**src/rtl/blifo_pkg.sv**
```systemverilog
`default_nettype none

package blifo_pkg;

    localparam int WORD_W = 32;
    localparam int POS_W  = 7;

    // Operation codes carried in the request tuser
    typedef enum logic [1:0] {
        OP_PUSH   = 2'd0,
        OP_POP    = 2'd1,
        OP_PEEK   = 2'd2,
        OP_CHANGE = 2'd3
    } opcode_t;

    // Result status codes
    typedef enum logic [2:0] {
        ST_OK    = 3'd0,
        ST_FULL  = 3'd1,
        ST_EMPTY = 3'd2,
        ST_ABOVE = 3'd3,
        ST_NEG   = 3'd4
    } status_t;

    // Row-wide shift control, shared by every cell
    typedef struct packed {
        logic              push;
        logic              pop;
        logic [WORD_W-1:0] word;
    } cell_ctrl_t;

endpackage

`default_nettype wire

```
**src/rtl/bounded_lifo_stack.sv**
```systemverilog
`default_nettype none

// LIFO stack of DEPTH signed 32-bit words built as a row of cells, cell 0
// holding the top of stack. Push, pop, peek and change requests are accepted
// whenever the output register is empty or its result is being taken, so one
// request per cycle is sustained, and the registered result appears on the
// master side in the cycle after acceptance. Push and pop shift the whole
// cell row at once. Change addresses entries from the bottom of the stack; a
// failed operation leaves the stack as it was.
module bounded_lifo_stack
#(
    parameter int DEPTH = 8
)
(
    input  wire logic        clk,
    input  wire logic        rst_n,
    input  wire logic        s_tvalid,
    output logic             s_tready,
    input  wire logic [39:0] s_tdata,   // data_in[31:0], position[38:32], zero pad
    input  wire logic [1:0]  s_tuser,   // opcode[1:0]
    output logic             m_tvalid,
    input  wire logic        m_tready,
    output logic      [39:0] m_tdata,   // data_out[31:0], is_empty[32], is_full[33], pad
    output logic      [2:0]  m_tuser    // status[2:0]
);
    import blifo_pkg::*;

    localparam int CNT_W = $clog2(DEPTH + 1);
    localparam int IDX_W = 8;

    // request fields
    opcode_t                  opcode;
    logic signed [WORD_W-1:0] data_in;
    logic signed [POS_W-1:0]  position;

    assign opcode   = opcode_t'(s_tuser);
    assign data_in  = s_tdata[WORD_W-1:0];
    assign position = s_tdata[WORD_W+POS_W-1:WORD_W];

    logic [CNT_W-1:0]  count_reg;
    logic [CNT_W-1:0]  count_next;
    logic              out_valid_reg;
    status_t           status_reg;
    status_t           status_next;
    logic [WORD_W-1:0] data_out_reg;
    logic [WORD_W-1:0] data_out_next;
    logic              empty_reg;
    logic              full_reg;
    logic              accept;
    logic              is_empty_cur;
    logic              is_full_cur;
    logic [IDX_W-1:0]  pos_ext;
    logic [IDX_W-1:0]  count_ext;
    logic [IDX_W-1:0]  target_idx;
    logic              do_write;
    cell_ctrl_t        ctrl;
    logic [WORD_W-1:0] cell_q [DEPTH];

    assign s_tready = !out_valid_reg || m_tready;
    assign accept   = s_tvalid && s_tready;

    assign is_empty_cur = (count_reg == '0);
    assign is_full_cur  = (count_reg == CNT_W'(DEPTH));
    assign pos_ext      = IDX_W'(unsigned'(position[POS_W-2:0]));
    assign count_ext    = IDX_W'(count_reg);
    // cell index of an absolute position: top cell is the newest entry
    assign target_idx   = count_ext - IDX_W'(1) - pos_ext;

    // operation decode and status
    always_comb
    begin
        status_next   = ST_OK;
        data_out_next = '0;
        count_next    = count_reg;
        ctrl.push     = 1'b0;
        ctrl.pop      = 1'b0;
        ctrl.word     = data_in;
        do_write      = 1'b0;
        unique case (opcode)
            OP_PUSH:
            begin
                if (is_full_cur)
                begin
                    status_next = ST_FULL;
                end
                else
                begin
                    ctrl.push  = accept;
                    count_next = count_reg + CNT_W'(1);
                end
            end
            OP_POP, OP_PEEK:
            begin
                if (is_empty_cur)
                begin
                    status_next = ST_EMPTY;
                end
                else
                begin
                    data_out_next = cell_q[0];
                    if (opcode == OP_POP)
                    begin
                        ctrl.pop   = accept;
                        count_next = count_reg - CNT_W'(1);
                    end
                end
            end
            OP_CHANGE:
            begin
                if (is_empty_cur)
                begin
                    status_next = ST_EMPTY;
                end
                else if (position[POS_W-1])
                begin
                    status_next = ST_NEG;
                end
                else if (pos_ext >= count_ext)
                begin
                    status_next = ST_ABOVE;
                end
                else
                begin
                    do_write = accept;
                end
            end
            default:
            begin
                status_next = ST_OK;
            end
        endcase
    end

    // row of cells
    for (genvar i = 0; i < DEPTH; i++)
    begin : g_cell
        logic [WORD_W-1:0] upper_q;
        logic [WORD_W-1:0] lower_q;

        if (i == 0)
        begin : g_top
            assign upper_q = data_in;
        end
        else
        begin : g_mid
            assign upper_q = cell_q[i-1];
        end

        if (i == DEPTH - 1)
        begin : g_bottom
            assign lower_q = '0;
        end
        else
        begin : g_inner
            assign lower_q = cell_q[i+1];
        end

        blifo_cell u_cell
        (
            .clk     (clk),
            .ctrl    (ctrl),
            .sel     (do_write && (target_idx == IDX_W'(i))),
            .upper_q (upper_q),
            .lower_q (lower_q),
            .q       (cell_q[i])
        );
    end

    // entry count and output valid
    always_ff @(posedge clk or negedge rst_n)
    begin
        if (!rst_n)
        begin
            count_reg     <= '0;
            out_valid_reg <= 1'b0;
        end
        else
        begin
            if (accept)
            begin
                count_reg <= count_next;
            end
            if (s_tready)
            begin
                out_valid_reg <= s_tvalid;
            end
        end
    end

    // result register
    always_ff @(posedge clk)
    begin
        if (accept)
        begin
            status_reg   <= status_next;
            data_out_reg <= data_out_next;
            empty_reg    <= (count_next == '0);
            full_reg     <= (count_next == CNT_W'(DEPTH));
        end
    end

    assign m_tvalid = out_valid_reg;
    assign m_tuser  = status_reg;
    assign m_tdata  = {6'd0, full_reg, empty_reg, data_out_reg};

    // count stays within the row
    a_count_range: assert property (@(posedge clk) disable iff (!rst_n)
        count_reg <= CNT_W'(DEPTH))
        else $error("entry count above depth");

    // a successful push grows the stack by one
    a_push_grows: assert property (@(posedge clk) disable iff (!rst_n)
        (accept && opcode == OP_PUSH && !is_full_cur)
        |=> (count_reg == $past(count_reg) + CNT_W'(1)))
        else $error("push did not advance count");

    // a successful pop shrinks the stack by one
    a_pop_shrinks: assert property (@(posedge clk) disable iff (!rst_n)
        (accept && opcode == OP_POP && !is_empty_cur)
        |=> (count_reg == $past(count_reg) - CNT_W'(1)))
        else $error("pop did not retreat count");

    // without an accepted request the count holds
    a_count_hold: assert property (@(posedge clk) disable iff (!rst_n)
        !accept |=> $stable(count_reg))
        else $error("count moved without a request");

    // the result flags follow the count left behind
    a_flags_match: assert property (@(posedge clk) disable iff (!rst_n)
        accept |=> (empty_reg == (count_reg == '0))
                   && (full_reg == (count_reg == CNT_W'(DEPTH))))
        else $error("result flags disagree with count");

endmodule

`default_nettype wire

```
**src/rtl/blifo_cell.sv**
```systemverilog
`default_nettype none

module blifo_cell
(
    input  wire logic                            clk,
    input  wire blifo_pkg::cell_ctrl_t           ctrl,
    input  wire logic                            sel,
    input  wire logic [blifo_pkg::WORD_W-1:0]    upper_q,
    input  wire logic [blifo_pkg::WORD_W-1:0]    lower_q,
    output logic      [blifo_pkg::WORD_W-1:0]    q
);
    import blifo_pkg::*;

    logic [WORD_W-1:0] data_reg;
    logic [WORD_W-1:0] data_next;

    // push moves entries one cell deeper, pop pulls them one cell up
    always_comb
    begin
        data_next = data_reg;
        if (ctrl.push)
        begin
            data_next = upper_q;
        end
        else if (ctrl.pop)
        begin
            data_next = lower_q;
        end
        else if (sel)
        begin
            data_next = ctrl.word;
        end
    end

    always_ff @(posedge clk)
    begin
        data_reg <= data_next;
    end

    assign q = data_reg;

endmodule

`default_nettype wire

```
**config.mk**
```make
export PLATFORM = sky130hd
export DESIGN_NAME = bounded_lifo_stack
export DESIGN_NICKNAME = d
export VERILOG_FILES = /design/src/rtl/blifo_pkg.sv /design/src/rtl/bounded_lifo_stack.sv /design/src/rtl/blifo_cell.sv
export SDC_FILE = /design/constraint.sdc
export NUM_CORES = 1
export LEC_CHECK = 0
export BUFFER_PORTS_ARGS = -buffer_cell sky130_fd_sc_hd__buf_2
export CAP_MARGIN = 20
export CORE_ASPECT_RATIO = 1.4
export CORE_MARGIN = 8
export CORE_UTILIZATION = 60
export CTS_CLUSTER_DIAMETER = 120
export DETAILED_ROUTE_END_ITERATION = 8
export PLACE_DENSITY = 0.9
export REMOVE_ABC_BUFFERS = 1
export SETUP_SLACK_MARGIN = 0.2
export SLEW_MARGIN = 20
export SYNTH_ARGS = -nofsm -noshare
export SYNTH_HDL_FRONTEND = slang
export SYNTH_SLANG_ARGS = --single-unit
```
**constraint.sdc**
```tcl
create_clock -name clk -period 7.53 [get_ports clk]
set_clock_uncertainty 0.15 [all_clocks]
set_input_delay 0.3765 -clock clk [delete_from_list [all_inputs] [get_ports clk]]
set_output_delay 0.3765 -clock clk [all_outputs]
set_load 0.01 [all_outputs]
```
==> metrics.yaml, run 1 <==
synth-seq-cells: 298
wl_per_cell_um: 23.61
cp_slowest_cell: "o31ai_4"
status: "complete, no violations"
yosysTopAreaCellShare: 0.6318
syn-instance-count: 1046
yosys_warnings: 0
reg2reg_slack_ps: 2960
numPortBuffers: 83
synth_area_um2: 13930
overflow: 0
cpPeakStageDelay_ps: 870
synth.top_cells.by_count: "293 x edfxtp_1, 196 x a21oi_1, 193 x o22ai_1"
power_uw: 4439
endpoint_kind: "flip-flop"
die_area_um2: 28410
vias: 9748
relSlewSlack: 0.2904
ys.flop_type: "edfxtp_1"
critPathKind: "reg -> reg"
clk_pin_slew_worst_paths_ps: 70
finalCriticalPeriod_ps: 4567
async_flop_share: 0.01678
grt_pass1_wl_um: 51830
syn_avg_cell_area_um2: 13.31
power_switching_uw: 1307
cp_max_fo: 20
start_kind: "flip-flop"
largest_register_ffs: 256
clkPwrFrac: 0.316
grt_pass1_vias: 9577
synth_top_cells_by_area: "edfxtp_1 63%, o22ai_1 8.7%, a21oi_1 7.0%"
p_leak_uw: 0.005284
cts_tree: "yes"
io_pins: 91
final_core_util: 0.6681
cts.path.max_buffers: 3
syn_to_final_growth_pct: 10.53
arrival_ps: 4610
synth.most_common_cell: "edfxtp_1"
hold_ws_ps: 30.27
rows: 66
wl_um: 33400
grt_use_total: 0.2303
cap_violations: 0
antenna_cells: 0
comb_power_share: 0.217
hold_class: "in -> async"
grt_max_degree: 195
synth_cell_types: 54
hold_viol_final: 0
worst-path-buf-inv: 2
path_common_cell: "ha_1"
maxSlewViolCount: 0
tightestPinTransition_ps: 1064
critPathTopFamily: "compound AO/OA/AOI/OAI gates"
drt_iter0_markers: 1253
insertion_delay_ps: 540
ant_nets: 0
initial_core_util: 0.6044
cts_hold_buffers: 3
fill_cells: 1429
yosysSeqAreaShare: 0.6408
grt_antenna_before_repair: 3
dp_hpwl_um: 18560
vdd_ir_drop_max_mv: 0.1831
cts_setup_buffers: 0
timing.final.crit_share: 0.6065
synth_top_cell_by_area: "edfxtp_1"
core_area_um2: 23040
synth-edff-count: 293
gp_congestion: 0.8436
ctsRootBufferMaster: "clkbuf_16"
fmax_mhz: 219.0
die_h_um: 196.3
drcViolationCount: 0
cts_resized: 0
setup-violations-final: 0
cp_cell_sequence: "inv_1, ha_1, or3b_1, ha_1, a211oi_1, nor2_1, mux2_2, o211ai_1, o31ai_4, buf_4"
p_int_uw: 3132
rsz0062_at_grt: "no"
cts_sinks: 298
cts_buffers: 27
power_density_nw_per_um2: 288.4
layout-drive-gt1-share: 0.2020
cp.required_ps: 7580
h-tree-depth: 1
first_pass_iters: 6
nets: 1152
seq_power_share: 0.467
via_per_inst: 6.889
switching_share: 0.2945
tns_ps: 0
die_width_um: 144.8
## metal layers
metal  wire (um)  track usage  share of wire  vias to the layer above
met3        3457      0.03796           0.10                      103
li1            -            -              -                     4286
met2       16630       0.3820           0.50                      660
met1       12190       0.2924           0.36                     4693
met5          33            0        0.00099                        -
met4        1089      0.09667          0.033                        6
## metrics by stage
| step | instance area, um2 | setup WS, ps | instances |
|---|---|---|---|
| after floorplan | 13340 | -1408 | 954 |
| after global placement | 14400 | 2343 | 1359 |
| after detailed placement | 14420 | 2259 | 1361 |
| after CTS | 15340 | 2208 | 1413 |
| after global routing | 15390 | 2818 | 1415 |
| final | 15390 | 2963 | 1415 |
## cell type report
cell class	instances	area, um2	area share
Sequential cell	298	8924	0.5797
Clock buffer	33	698.2	0.04536
Timing Repair Buffer	106	643.1	0.04178
Multi-Input combinational cell	637	4479	0.2910
Clock inverter	16	188.9	0.01227
Tap cell	306	382.9	0.02487
Inverter	19	76.32	0.004959
## worst reg2reg max path: stages (launching register included)
cell      delay [ps]
dfrtp_1          470
inv_1            160
ha_1             240
or3b_1           700
ha_1             490
a211oi_1          90
nor2_1           100
mux2_2           160
o211ai_1         270
o31ai_4          870
buf_4            510
## cells in the final DEF, fill, tap and decap left out, types with 17 or more instances in the layout
master	n
buf_2	83
a22o_1	33
edfxtp_1	293
a21oi_1	196
nor2_4	31
and3_1	32
clkbuf_16	27
o22ai_1	193
mux2_4	30
inv_1	17
buf_4	17
## worst paths after layout
path                                       start                      to  cells past startpoint
max                                 count_reg[0]  g_cell[0].u_cell.q[14]                     10
min                                        rst_n            count_reg[2]                      2
max reg2reg                         count_reg[0]  g_cell[0].u_cell.q[14]                     10
min reg2reg                g_cell[6].u_cell.q[1]   g_cell[7].u_cell.q[1]                      1
max in group asynchronous                  rst_n            count_reg[3]                      2
min in group clk                      s_tdata[0]   g_cell[7].u_cell.q[0]                      2
## power by group through the flow
stage | Clock, uW | Sequential [uW] | Combinational [uW]
final | 1400 | 2070 | 963
after global routing | 1460 | 2080 | 1040
after CTS | 1410 | 2070 | 943
after detailed placement | 0 | 2100 | 926
after global placement | 0 | 2100 | 873
after floorplan | 0 | 2110 | 616
## kinds of logic after synthesis
group,after synthesis,synth area share
mux,35,0.03630
flops,298,0.6408
compound gates,458,0.1962
fa+ha+maj,17,0.01581
other cells,1,0.0002693
buf+inv,116,0.04843
simple gates,117,0.05966
xor+xnor,4,0.002516
(Power assumes the default switching activity.)
==> inputs of run 2 (changes only) <==
==> constraint.sdc (replaced) <==
create_clock -name clk -period 4.34 [get_ports clk]
set_clock_uncertainty 0.15 [all_clocks]
set_input_delay 0.217 -clock clk [delete_from_list [all_inputs] [get_ports clk]]
set_output_delay 0.217 -clock clk [all_outputs]
set_load 0.01 [all_outputs]
==> run 2 against run 1 <==
Compared with the run above:
- flip-flop and latch count is the same
- non-clock buffer count increased by 42
- die area is the same
- first-iteration DRC count up 27%
- sequential power up 74%
- register-to-register slack got worse by 2500 ps
- clock-buffer cell count is 5 lower
- cell count is 2.8% higher
- sequential share of layout area shrank 1.4 points
- largest cell class unchanged
- highest routed layer is now met4
==> metrics.yaml, run 2 (synthesized netlist as in run 1, its figures left out) <==
cts_sinks: 298
met3_length_um: 4157
rows: 66
postPlaceCellArea_um2: 14590
r2r_end: "g_cell[2].u_cell.q[8]"
largest_register_ffs: 256
numPortBuffers: 83
via_per_inst: 6.921
dp_hpwl_um: 19470
layout_commonest_cell: "edfxtp_1"
cts_setup_buffers: 0
io_pins: 91
drcViolationCount: 0
setup-violations-final: 0
cpPeakStageDelay_ps: 700
post-place-ws_ps: 670.4
layout-drive-gt1-share: 0.2002
syn_to_final_growth_pct: 13.35
die_area_um2: 28410
power_density_nw_per_um2: 485.0
relSlewSlack: 0.4002
grt_pass1_vias: 10020
whs_endpoint: "m_tuser[1]"
cts_buffers: 27
path_common_cell: "buf_4"
wl_per_cell_um: 24.95
hold_depth: 5
final_cell_mix: "293 x edfxtp_1, 196 x a21oi_1, 193 x o22ai_1"
fin_area_um2: 15790
die_width_um: 144.8
p_leak_uw: 0.005441
finalCriticalPeriod_ps: 3858
final_core_util: 0.6851
cts_tree: "yes"
status: "complete, no violations"
arrival_ps: 4050
hold_viol_final: 0
wl_met2_um: 17890
grt_antenna_before_repair: 0
ant_nets: 0
cp_max_fo: 78
cp.required_ps: 4540
wl_met1_um: 12600
vias: 10070
timing.final.crit_share: 0.8888
vdd_ir_drop_max_mv: 0.3029
layout.cells.non_filler: 1455
clk_pin_slew_worst_paths_ps: 60
grt_pass1_wl_um: 55730
first_pass_iters: 6
rsz0062_at_grt: "no"
critPathKind: "reg -> reg"
power_uw: 7655
wl_um: 36300
endpoint_kind: "flip-flop"
dr.max_layer_used: "met4"
drt_iter0_markers: 1594
layout_setup_ws_ps: 482.4
r2r_cells: 9
overflow: 0
cts.path.max_buffers: 3
holdCritStartpoint: "s_tdata[36]"
gp_congestion: 0.8457
initial_core_util: 0.6044
reg2reg_slack_ps: 480
post-place-cells: 1371
start_kind: "flip-flop"
core_area_um2: 23040
maxSlewViolCount: 0
ctsRootBufferMaster: "clkbuf_16"
nets: 1194
grt_max_degree: 164
tightestPinTransition_ps: 877.0
fmax_mhz: 259.2
h-tree-depth: 1
cp_slowest_cell: "buf_4"
insertion_delay_ps: 540
die_h_um: 196.3
antenna_cells: 0
r2r_start: "count_reg[0]"
cap_violations: 0
hold_class: "in -> reg"
grt_use_total: 0.2512
cp_cell_sequence: "inv_1, ha_1, or3b_1, buf_4, and3_4, nand2_8, buf_4, o22ai_1, a21oi_1"
[run 2: cell types whose count changed in the layout (fill, tap and decap cells not counted), sizes merged]
cell,before,now
clkbuf,33,28
clkinv,8,15
buf,103,111
bufinv,4,2
inv,21,19
dlygate4sd3,3,37
[run 2: layout make-up]
cell class	instances	area, um2
Clock inverter	19	147.6
Clock buffer	28	679.4
Timing Repair Buffer	148	1096
Multi-Input combinational cell	637	4479
Sequential cell	298	8924
Inverter	19	76.32
Fill cell	1397	7254
Tap cell	306	382.9
[run 2: where the power goes]
group / switching, uW / internal [uW] / leakage [uW]
Combinational: 1130 / 607 / 0.00228
Clock: 1060 / 1250 / 0.000403
Sequential: 131 / 3470 / 0.00276
Total: 2320 / 5330 / 0.00544
[run 2: stage by stage]
stage	setup TNS [ps]	hold WS, ps
2_1_floorplan	-1724200	-228.6
3_3_place_gp	0	-117.3
3_5_place_dp	0	-114.5
4_1_cts	0	144.5
5_1_grt	0	219.5
6_report	0	165.0
[run 2: routing by layer]
layer	vias up	global-route usage
met5	-	0
met4	0	0.1191
met3	144	0.04015
met2	806	0.4134
met1	4747	0.3171
li1	4373	-
[run 2: worst max-delay path by stage]
stage                  from                endpoint  slack (ps)
2_1_floorplan      m_tvalid   g_cell[5].u_cell.q[0]       -4600
3_3_place_gp   count_reg[0]  g_cell[1].u_cell.q[29]         730
3_5_place_dp   count_reg[0]  g_cell[1].u_cell.q[29]         670
4_1_cts        count_reg[0]  g_cell[3].u_cell.q[21]         650
5_1_grt        count_reg[0]   g_cell[3].u_cell.q[0]         360
6_report       count_reg[0]   g_cell[2].u_cell.q[8]         480
[run 2: repair_timing]
item | CTS | global route
resized for setup | 0 | 0
hold buffers | 37 | 0
hold endpoints to repair | 234 | 0
[run 2: worst max-delay path: cells and delay by family (launching register included)]
family / cells / cell delay (ps)
buffers and inverters: 3 / 1150
AOI/OAI and AO/OA: 2 / 560
and+or+nand+nor: 3 / 1020
adders and majority gates: 1 / 240
DFF: 1 / 480
